==> config.mk <==
export PLATFORM = sky130hd
export DESIGN_NAME = mhpq_seq
export DESIGN_NICKNAME = d
export VERILOG_FILES = /design/src/hdl/max_heap_priority_queue_core_defines.svh /design/src/hdl/mhpq_pkg.sv /design/src/hdl/mhpq_seq.sv
export SDC_FILE = /design/constraint.sdc
export NUM_CORES = 1
export LEC_CHECK = 0
export BUFFER_PORTS_ARGS = -buffer_cell sky130_fd_sc_hd__clkbuf_2
export CAP_MARGIN = 20
export CORE_UTILIZATION = 47
export DETAILED_ROUTE_END_ITERATION = 8
export HOLD_SLACK_MARGIN = 0.02
export PLACE_DENSITY = 0.74
export SLEW_MARGIN = 30
export SYNTH_ARGS = -nofsm -noshare
export SYNTH_HDL_FRONTEND = slang
export SYNTH_SLANG_ARGS = --single-unit
==> constraint.sdc <==
create_clock -name i_clk -period 2.65 [get_ports i_clk]
set_clock_uncertainty 0.2 [all_clocks]
set_input_delay 0.1325 -clock i_clk [delete_from_list [all_inputs] [get_ports i_clk]]
set_output_delay 0.1325 -clock i_clk [all_outputs]
set_load 0.1 [all_outputs]
==> src/hdl/max_heap_priority_queue_core_defines.svh <==
// assertion macros for the max-heap priority queue core
// no dependencies; taken in by the top level with `include
`ifndef MAX_HEAP_PRIORITY_QUEUE_CORE_DEFINES_SVH
`define MAX_HEAP_PRIORITY_QUEUE_CORE_DEFINES_SVH

// same-cycle implication, disabled during reset
`define MHPQ_ASSERT_NOW(label, clk, rst_n, ante, cons, msg) \
    label: assert property (@(posedge clk) disable iff (!(rst_n)) (ante) |-> (cons)) \
        else $error(msg);

// next-cycle implication, disabled during reset
`define MHPQ_ASSERT_NEXT(label, clk, rst_n, ante, cons, msg) \
    label: assert property (@(posedge clk) disable iff (!(rst_n)) (ante) |=> (cons)) \
        else $error(msg);

`endif

==> src/hdl/mhpq_pkg.sv <==
// shared types for the max-heap priority queue: steps, control word, flags
// and the microcode table; no dependencies
package mhpq_pkg;

    localparam logic CMD_INSERT  = 1'b0;
    localparam logic CMD_EXTRACT = 1'b1;

    typedef enum logic [1:0] {
        STS_INSERTED  = 2'd0,
        STS_EXTRACTED = 2'd1,
        STS_FULL      = 2'd2,
        STS_EMPTY     = 2'd3
    } t_status;

    // microprogram addresses
    typedef enum logic [3:0] {
        S_IDLE    = 4'd0,
        S_INS_CHK = 4'd1,
        S_INS_SET = 4'd2,
        S_UP_RD   = 4'd3,
        S_UP_CMP  = 4'd4,
        S_EXT_CHK = 4'd5,
        S_EXT_RD  = 4'd6,
        S_EXT_LD  = 4'd7,
        S_DN_RD   = 4'd8,
        S_DN_CMP  = 4'd9,
        S_PUT     = 4'd10,
        S_REJ     = 4'd11
    } t_step;

    // datapath actions
    typedef enum logic [3:0] {
        OP_NONE,
        OP_LATCH,
        OP_INS_SET,
        OP_UP_READ,
        OP_UP_MOVE,
        OP_EXT_READ,
        OP_EXT_LOAD,
        OP_DN_READ,
        OP_DN_MOVE,
        OP_PUT,
        OP_REJ
    } t_op;

    // branch conditions
    typedef enum logic [3:0] {
        T_ALWAYS,
        T_CMD_EXT,
        T_FULL,
        T_EMPTY,
        T_HOLE_ROOT,
        T_UP_STOP,
        T_DN_LEAF,
        T_DN_STOP
    } t_test;

    typedef struct packed {
        t_op   op;
        t_test test;
        logic  hold_in;
        logic  hold_out;
        t_step tgt_t;
        t_step tgt_f;
    } t_uword;

    typedef struct packed {
        logic accept;
        logic out_busy;
        logic cmd_ext;
        logic full;
        logic empty;
        logic hole_root;
        logic up_stop;
        logic dn_leaf;
        logic dn_stop;
    } t_flags;

    function automatic t_uword mk(t_op op, t_test test, logic hin, logic hout,
                                  t_step tt, t_step tf);
        t_uword w;
        w.op       = op;
        w.test     = test;
        w.hold_in  = hin;
        w.hold_out = hout;
        w.tgt_t    = tt;
        w.tgt_f    = tf;
        return w;
    endfunction

    // control store
    function automatic t_uword ucode(t_step s);
        t_uword w;
        case (s)
            S_IDLE:    w = mk(OP_LATCH,    T_CMD_EXT,   1'b1, 1'b0, S_EXT_CHK, S_INS_CHK);
            S_INS_CHK: w = mk(OP_NONE,     T_FULL,      1'b0, 1'b0, S_REJ,     S_INS_SET);
            S_INS_SET: w = mk(OP_INS_SET,  T_ALWAYS,    1'b0, 1'b0, S_UP_RD,   S_UP_RD);
            S_UP_RD:   w = mk(OP_UP_READ,  T_HOLE_ROOT, 1'b0, 1'b0, S_PUT,     S_UP_CMP);
            S_UP_CMP:  w = mk(OP_UP_MOVE,  T_UP_STOP,   1'b0, 1'b0, S_PUT,     S_UP_RD);
            S_EXT_CHK: w = mk(OP_NONE,     T_EMPTY,     1'b0, 1'b0, S_REJ,     S_EXT_RD);
            S_EXT_RD:  w = mk(OP_EXT_READ, T_ALWAYS,    1'b0, 1'b0, S_EXT_LD,  S_EXT_LD);
            S_EXT_LD:  w = mk(OP_EXT_LOAD, T_ALWAYS,    1'b0, 1'b0, S_DN_RD,   S_DN_RD);
            S_DN_RD:   w = mk(OP_DN_READ,  T_DN_LEAF,   1'b0, 1'b0, S_PUT,     S_DN_CMP);
            S_DN_CMP:  w = mk(OP_DN_MOVE,  T_DN_STOP,   1'b0, 1'b0, S_PUT,     S_DN_RD);
            S_PUT:     w = mk(OP_PUT,      T_ALWAYS,    1'b0, 1'b1, S_IDLE,    S_IDLE);
            S_REJ:     w = mk(OP_REJ,      T_ALWAYS,    1'b0, 1'b1, S_IDLE,    S_IDLE);
            default:   w = mk(OP_NONE,     T_ALWAYS,    1'b0, 1'b0, S_IDLE,    S_IDLE);
        endcase
        return w;
    endfunction

endpackage

==> src/hdl/mhpq_seq.sv <==
// microcode sequencer: step register, control store lookup, branch select
// depends on mhpq_pkg
module mhpq_seq
    import mhpq_pkg::*;
(
    input  logic   i_clk,
    input  logic   i_rst_n,
    input  t_flags i_flags,
    output t_uword o_uw
);

    t_step r_step;
    t_step n_step;
    logic  w_cond;

    assign o_uw = ucode(r_step);

    always_ff @(posedge i_clk) begin
        if (!i_rst_n) begin
            r_step <= S_IDLE;
        end else begin
            r_step <= n_step;
        end
    end

    always_comb begin
        case (o_uw.test)
            T_ALWAYS:    w_cond = 1'b1;
            T_CMD_EXT:   w_cond = i_flags.cmd_ext;
            T_FULL:      w_cond = i_flags.full;
            T_EMPTY:     w_cond = i_flags.empty;
            T_HOLE_ROOT: w_cond = i_flags.hole_root;
            T_UP_STOP:   w_cond = i_flags.up_stop;
            T_DN_LEAF:   w_cond = i_flags.dn_leaf;
            T_DN_STOP:   w_cond = i_flags.dn_stop;
            default:     w_cond = 1'b1;
        endcase
        if ((o_uw.hold_in && !i_flags.accept) || (o_uw.hold_out && i_flags.out_busy)) begin
            n_step = r_step;
        end else if (w_cond) begin
            n_step = o_uw.tgt_t;
        end else begin
            n_step = o_uw.tgt_f;
        end
    end

endmodule

Yosys cells after proc, flatten, opt, wreduce, memory -nomap -nowiden --
Memories as Yosys holds them, arrays and structs flattened. A register that Yosys moved wholly into a read port is not among the register bits. Index checks and enable logic that the tools add are counted.
Storage, ports and cells: input port bits 11, memories 1, bits in read-only memories 272, bits in registers 4
Memories:
- (no name shown) | words 16, bits a word 17, read ports 1, clocked after Yosys merged registers in 1, write ports 0, line mhpq_pkg.sv:94 | case (s)
Operators by class: muxes and demuxes 4, reduce and logical (&&, ||, !) cells 4, eq/ne operators 7
Operators with widths (number):
- equality test 4 x 3 -> 1 bit (second input constant) | 4
- 2-to-1 mux 4 bit | 3
- equality test 4 x 2 -> 1 bit (second input constant) | 2
- case mux 1 bit (7 select lines) | 1
- equality test 4 x 1 -> 1 bit (second input constant) | 1
- logical AND 1 bit | 2
- logical NOT 1 bit | 1
- logical OR 1 bit | 1

Logic depth before layout (Yosys ltp) --
depth after elaboration 5, mapped depth 9, mapped depth without buffers 9

Worst setup path after synthesis --
OpenSTA, ideal clock, no wires.
kind register -> register, start point register, netlist name o_uw[11], end point register, netlist name o_uw[15], clock period less this slack 3.361 ns, setup time 0.122 ns, cell stages (with the launch flop) 9, arrival time 3.039 ns, required time 2.328 ns, setup slack -0.711 ns, cells stage by stage dfxtp_1 > mux2i_1 > o22ai_2 > or4_1 > nand4_2 > inv_1 > ha_1 > and2_1 > a221o_1
On the way: word-level cells in the longest chain between the ends 5, elaborated cells between the ends (all ways) 11, classes of those cells eq/ne (7); mux (4)
RTL lines:
- equality test 4 x 3 -> 1 bit, or another cell as far along | line mhpq_seq.sv:27 | case (o_uw.test)
- case mux 1 bit (7 select lines) * | line mhpq_seq.sv:27
- 2-to-1 mux 4 bit * | line mhpq_seq.sv:40 | end else if (w_cond) begin
- 2-to-1 mux 4 bit (no line) * (2 in series)
Mark *: on every way between the ends. The rest lies on a longest branch, timed or not. A chain may end at the register's enable or synchronous reset.

Worst setup path in the final report --
start point register, netlist name o_uw[11], end point register, netlist name o_uw[15]
On the way: word-level cells in the longest chain between the ends 5, elaborated cells between the ends (all ways) 11, classes of those cells eq/ne (7); mux (4)
RTL lines (line):
- equality test 4 x 3 -> 1 bit, or another cell as far along | mhpq_seq.sv:27
- case mux 1 bit (7 select lines) * | mhpq_seq.sv:27
- 2-to-1 mux 4 bit * | mhpq_seq.sv:40
- 2-to-1 mux 4 bit (no line) * (2 in series)
Marks and branches as above.

==> results.md <==
- Run status: complete, no violations
- Drt pass-1 iters: 4
- Post-synth top area share: 0.355
- Endpoint of the most critical register-to-register path: o_uw[15]
- Cell at the root of the clock tree: clkbuf_4
- Residual overflow from global routing: 0
- DP Cell Count: 180
- CTS Buf Count: 3
- GR Util All Layers: 0.246
- Cell Count, Final, Fillers Out: 185
- Worst hold start: i_flags[7]
- Synth Flop Type: dfxtp_1
- Number of nets with antenna violations after routing: 0
- Maximum capacitance violations: 0
- Starting density of the core: 0.516
- Slack of the worst reg-to-reg path: 0.17 ns
- Setup Fix Bufs, Post-CTS: 0
- Post-layout min period: 2.48 ns
- Worst Path Arrival: 2.49 ns
- Proportion of synthesized area in mux cells: 0.0253
- Adder and majority cell fraction of the synthesized area: 0.0845
- Cell with the most instances after synthesis: dfxtp_1
- Source-to-sink clock delay at the later pin of the worst-skew pair: 0.31 ns
- Net total in the final layout: 177
- Floorplan die area: 2730 um2
- TNS Setup: 0 ns
- Highest Clock Rate: 0.403 GHz
- DP Area: 1430 um2
- Fraction of the mapped netlist area in simple logic gates: 0.238
- FF+latch count, synth: 21
- Clock tree sinks: 21
- Origin of the worst setup path: o_uw[11]
- Setup repair after global routing missed its margin: false
- Drt via density: 5.88
- Post-synthesis to final-layout area growth: 24.5%
- Capture point of the critical path: o_uw[15]
- Iter 0 DRT Violations: 39
- Worst slew pin tran: 0.545 ns
- Detailed placement HPWL: 2.31 mm
- Final estimated routing congestion in global placement: 0.882
- Commonest cells in the netlist: 21 x dfxtp_1, 11 x inv_1, 8 x ha_1, 8 x nor3_1, 7 x nand2_1
- Count of pins over their slew limit: 0
- # port buffers: 27
- Final hold violations: 0
- Hold WS: 0.139 ns
- Routed wire length: 2.88 mm
- Avg WL per Cell: 15.6 um
- Crit path kind: reg2reg
- I/O pin count: 29
- Top cells by area, synth: dfxtp_1 35%, ha_1 8.4%, a221o_1 4.2%
- Required time of the critical path: 2.66 ns
- Worst r2r path cells: 8
- Startpoint of the worst-slack reg-to-reg timing path: o_uw[11]
- Cell area after synthesis: 1180 um2
- N_diodes: 0
- Post-synth top area cell: dfxtp_1
- Share of post-route cells with drive strength above 1: 0.408
- Synth Instances: 122
- Share of the synthesized area in compound gates (AO/OA/AOI/OAI): 0.234
- Synthesis Warnings: 0
- Number of enable-type register cells in the synthesized netlist: 0
- Crit-path max FO: 6
- Crit. End Element: flop
- Setup-failing EPs final: 0
- Via count of the first global-routing pass: 1086
- Die Height: 52.2 um
- Part of the Yosys area used for sequential elements: 0.355
- Global-route wire length before repair: 4.83 mm
- Tightest Hold Check Type: in2reg
- Synthesized area per cell: 9.71 um2
- Period utilisation layout: 0.937
- Final standard cell area without fillers: 1480 um2
- Number of rows in the core area: 17
- CTS Buffer Depth: 2
- Pin count of the biggest net entering global routing: 15
- Residual DRC count: 0
- Core Box Area: 2300 um2
- Mapped Nets: 141
- Worst-case headroom to the max-slew limit: 0.638
- TritonCTS clock tree: done
- Crit start category: flop
- Clock slew seen by the registers of the worst setup and hold paths: 0.12 ns
- Number of antenna violations at the first check in global routing: 0
- Number of H-tree levels: 1
- Async set-or-reset flop fraction in the synthesized netlist: 0
- Largest family of logic cells by synthesized area: simple AND/OR/NAND/NOR gates
- X dimension of the die: 52.2 um
- Overall via count from detail_route: 1087
- Synth unique cells: 43
- Xor and xnor area share after synthesis: 0
worst min path at each step:
| stage | to | cells after the start | slack, ns |
|---|---|---|---|
| 3_3_place_gp | r_step[0] | 3 | 0.29 |
| 5_1_grt | r_step[0] | 4 | 0.20 |
| 3_5_place_dp | r_step[0] | 3 | 0.31 |
| 6_report | r_step[0] | 4 | 0.14 |
| 4_1_cts | r_step[0] | 4 | 0.11 |
| 2_1_floorplan | r_step[1] | 2 | 0.14 |
placed cells by master, fill, tap and decap left out, types with 2 or more instances in the layout:
cell      count
nor2_1        4
mux2i_2       3
clkbuf_4      3
dfxtp_4       3
inv_1        10
buf_4         7
nor3_1        8
and2_1        2
o21a_1        3
a211oi_2      2
a211o_1       2
dfxtp_1      15
ha_1          7
nor4_1        2
dfxtp_2       3
o21ai_1       2
a22o_1        4
a31oi_1       2
o21ai_0       3
nor3_4        2
and3_1        3
or3_1         2
nand2_1       7
clkbuf_2     27
a221o_1       5
what timing repair did:
item | CTS | global route
hold buffers | 1 | 0
setup endpoints to repair | 0 | 4
endpoints found under the hold margin | 1 | 0
gates resized for setup | 0 | 2
registers in the layout, summed over array words and instances, names as in the netlist:
signal / count
o_uw: 17
r_step: 4
stage by stage:
stage / setup WS (ns) / utilization
after floorplan: 0.0147 / -
after global placement: 0.234 / 0.623
after detailed placement: 0.140 / 0.623
after CTS: 0.109 / 0.638
after global routing: 0.0241 / 0.642
final: 0.166 / 0.642
critical path, stage by stage, from the launching register on:
cell,delay (ns)
dfxtp_4,0.41
mux2i_2,0.27
o22ai_2,0.16
or4_4,0.47
nand4_4,0.09
inv_2,0.07
ha_2,0.21
and2_1,0.16
a221o_1,0.34
final cells by class:
type	instances	area, um2
well taps	28	35.0
fillers	203	822
flip-flops and latches	21	435
multi-input cells	86	739
repair buffers	35	198
inverters	11	41.3
clock buffers	4	26.3
kinds of logic after synthesis:
family / count (synthesis)
flops: 21
compound gates: 32
simple gates: 42
buf+inv: 15
fa+ha+maj: 8
other cells: 1
mux: 3
routing by layer:
metal,vias up,track usage,routed length (um)
met1,511,0.301,1340
met2,41,0.404,1300
met3,11,0.0493,150
met4,0,0.127,92
li1,524,-,-
met5,-,0,0
Power is left out: the tool's default activity adds up to more than one toggle a clock period on the data nets, which glitch-free logic cannot reach.
